`src/design/rdp_ram.sv`:
```
// Simple dual-port RAM with one write port and one registered read port.
module rdp_ram #(
  parameter int W  = 8,
  parameter int D  = 16,
  parameter int AW = $clog2(D)
) (
  input  logic          clk,
  input  logic          we,
  input  logic [AW-1:0] waddr,
  input  logic [W-1:0]  wdata,
  input  logic          re,
  input  logic [AW-1:0] raddr,
  output logic [W-1:0]  rdata
);

  logic [W-1:0] mem [D];

  always_ff @(posedge clk) begin
    if (we) begin
      mem[waddr] <= wdata;
    end
  end

  always_ff @(posedge clk) begin
    if (re) begin
      rdata <= mem[raddr];
    end
  end

endmodule

```
`config.mk`:
```
export PLATFORM = sky130hd
export DESIGN_NAME = rdp_ram
export DESIGN_NICKNAME = d
export VERILOG_FILES = /design/src/design/rdp_ram.sv
export SDC_FILE = /design/constraint.sdc
export NUM_CORES = 1
export LEC_CHECK = 0
export BUFFER_PORTS_ARGS = -buffer_cell sky130_fd_sc_hd__buf_2
export CORE_MARGIN = 2
export CORE_UTILIZATION = 50
export CTS_CLUSTER_SIZE = 28
export DETAILED_ROUTE_END_ITERATION = 10
export HOLD_SLACK_MARGIN = 0.1
export PLACE_DENSITY = 0.67
export SLEW_MARGIN = 10
export SYNTH_ARGS = -nofsm -noshare
export SYNTH_HDL_FRONTEND = slang
export SYNTH_SLANG_ARGS = --single-unit
```
`constraint.sdc`:
```
create_clock -name clk -period 3.53 [get_ports clk]
set_clock_uncertainty 0.15 [all_clocks]
set_input_delay 0.353 -clock clk [delete_from_list [all_inputs] [get_ports clk]]
set_output_delay 0.353 -clock clk [all_outputs]
set_load 0.02 [all_outputs]
```
Word-level counts from Yosys, hierarchy flattened:

Memory sizes are Yosys's and may differ from the RTL's. A register that Yosys moved wholly into a read port is not among the register bits.
Cells that the tools add are included.

* memories kept: 1
* word-level logic and storage cells: 3
* input port bits: 19
* register bits: 0
* memory bits (writable): 128
* output and inout bits: 8

Memory list
* mem: depth 16, width 8, rd ports 1, clocked after Yosys merged registers in 1, wr ports 1, RTL line 16 `logic [W-1:0] mem [D];`

* multiplexer cells: 2

Operators with widths (count)
* $mux 1: 2

Longest topological paths before layout:

* word-level depth: 2
* gate-level depth with buffers: 5
* mapped depth without buffers: 3

Worst setup path before layout:

Ideal clock, no wire load.

* path type: input-to-reg
* from: input port waddr[2]
* to: memory mem[0][0], enable pin
* setup time: 383 ps
* path slack: 1534 ps
* data arrival time: 1463 ps
* cell stages on the path: 2
* buffers on the path: 0
* cell sequence: or3b_2 nor3_1

RTL lines
* from (decl): RTL line 9 `input logic [AW-1:0] waddr,`
* to (decl): RTL line 16

No word-level cell before the write port.

==> results.json <==
{
  "tightest_slew_ns": 1.06,
  "max_freq_ghz": 0.607,
  "htreeDepth": 4,
  "num_rows": 37,
  "dieArea_um2": 11300,
  "pre_cts_slack_ns": 1.38,
  "grt_max_degree": 33,
  "clock_latency_ns": 0.51,
  "drive_above_1_share_pct": 26.4,
  "drt_pass1_iterations": 5,
  "die_x_um": 106,
  "antenna_cells": 0,
  "cts_root_buf": "clkbuf_8",
  "syn2layout_area_growth_pct": 17.7,
  "nNetsFinal": 299,
  "io_pins": 27,
  "max_cap_viol_count": 0,
  "drc_errors": 0,
  "io_buffers": 26,
  "slew_headroom_pct": 29.2,
  "drt_iter0_drc": 251,
  "antenna_found_initial": 0,
  "layoutNonFillerInstCount": 428,
  "timing.final.ws_setup_ns": 1.88,
  "cts_setup_buffers": 0,
  "leakagePower_nw": 2.06,
  "clk_pin_slew_ns": 0.06,
  "cts_buffers": 17,
  "start_util_pct": 51.1,
  "cts.path.max_buffers": 2,
  "yosys_warnings": 0,
  "dp.cells": 388,
  "vdd_drop_max_mv": 0.348,
  "status": "complete, no violations",
  "critPathMaxFanout": 32,
  "overflow": 0,
  "syn-mean-instance-area_um2": 22.8,
  "ys_ff_latch": 136,
  "arrival_ns": 1.76,
  "min_path_type": "primary input to flip-flop",
  "grt_pass1_vias": 2532,
  "hpwlAfterDp_mm": 5.86,
  "p_total_mw": 3.66,
  "finalSetupViolCount": 0,
  "finalCriticalPeriod_ns": 1.65,
  "gp_congestion": 0.731,
  "grtUsageTotal_pct": 19.5,
  "cts_tree": "yes",
  "final-max-slew-violation-count": 0,
  "syn_area_um2": 5230,
  "ant_nets": 0,
  "wl_mm": 9.79,
  "rsz0062_at_grt": "false",
  "postCtsResizedCells": 0,
  "endpoint_kind": "flip-flop",
  "crit_type": "primary input to flip-flop",
  "fill_cells": 728,
  "tns_ns": 0,
  "viasPerCell": 5.67,
  "synth_cell_types": 18,
  "vias": 2425,
  "syn_nets": 248,
  "seq_area_frac_synth_pct": 78.1,
  "syn_inst": 229,
  "worst_hold_slack_ns": 0.168,
  "core_area_um2": 10200,
  "hold_viol": 0,
  "die_y_um": 106,
  "fin_crit_sh_pct": 46.6,
  "clkSinkCount": 136,
  "powerDensity_nw_per_um2": 595,
  "grt_pass1_wl_mm": 15.3,
  "wl_per_cell_um": 22.9,
  "cp-start-kind": "primary input",
  "required_ns": 3.64
}
Yosys cell counts (all sizes together):
library cell | instances | share of area (%)
a22oi | 16 | 2.3
and2 | 1 | 0.12
and2b | 1 | 0.14
buf | 7 | 1.1
clkdlybuf4s25 | 3 | 0.57
edfxtp | 136 | 78
mux4 | 32 | 15
nand2 | 9 | 0.65
nand2b | 2 | 0.24
nand3 | 1 | 0.096
nand3b | 2 | 0.29
nor2 | 13 | 0.93
nor2b | 1 | 0.12
nor3 | 4 | 0.38
or3b | 1 | 0.17
cell usage in the layout, fill, tap and decap left out, drive strengths merged, types with 4 or more instances in the layout:
master         n
nor3           4
nand2          9
nor2          13
mux4          32
dlygate4sd3    9
clkinv         6
edfxtp       136
buf           33
clkbuf        20
a22oi         16
layout make-up:
cell class	instances	area (um^2)	share of cell area, %
Clock inverter	11	131	2.14
Tap cell	136	170	2.77
Timing Repair Buffer	42	285	4.64
Multi-Input combinational cell	83	1060	17.2
Clock buffer	20	425	6.91
Sequential cell	136	4080	66.4
final timing paths:
path | slack [ns] | endpoint | depth (start not counted) | start
max reg2reg | 1.89 | rdata[0] | 3 | mem[5][0]
min | 0.17 | mem[4][5] | 2 | waddr[1]
min reg2reg | 0.60 | rdata[6] | 3 | mem[15][6]
max | 1.88 | rdata[1] | 4 | raddr[1]
critical path: stages:
cell     delay [ns]
buf_2          0.63
mux4_1         0.45
a22oi_1        0.22
nand2_1        0.08
registers in the layout (all words and copies together) (netlist names):
signal	count
mem	128
rdata	8
power by group:
group          leakage (nW)  switching (mW)  internal [mW]  total [mW]
registers              1.24         0.00883           1.82        1.83
logic                 0.552           0.101         0.0728       0.174
clock network         0.267           0.597           1.06        1.66
metal layers:
layer | track usage [%] | wire [um] | vias to the layer above
met4 | 6.48 | 101 | 0
li1 | - | - | 1084
met3 | 5.09 | 499 | 9
met2 | 29.9 | 4820 | 77
met1 | 27.7 | 4370 | 1255
met5 | 0 | 0 | -
logic make-up after synthesis:
kind of cell | after synthesis | synth area share (%)
buffers and inverters | 10 | 1.65
multiplexers | 32 | 14.8
AO/OA/AOI/OAI | 16 | 2.30
AND/OR/NAND/NOR | 35 | 3.14
flip-flops | 136 | 78.1
metrics by stage:
step / utilization, % / cell area, um^2
after global routing: 60.1 / 6150
after CTS: 60.1 / 6150
after global placement: 53.8 / 5510
after floorplan: - / 5230
after detailed placement: 53.8 / 5510
final: 60.1 / 6150
repair_timing:
action / in CTS / in global routing
setup endpoints to repair: 0 / 0
hold buffers: 9 / 0
hold endpoints to repair: 132 / 0
Note: power is estimated with default switching activity, not from simulation.
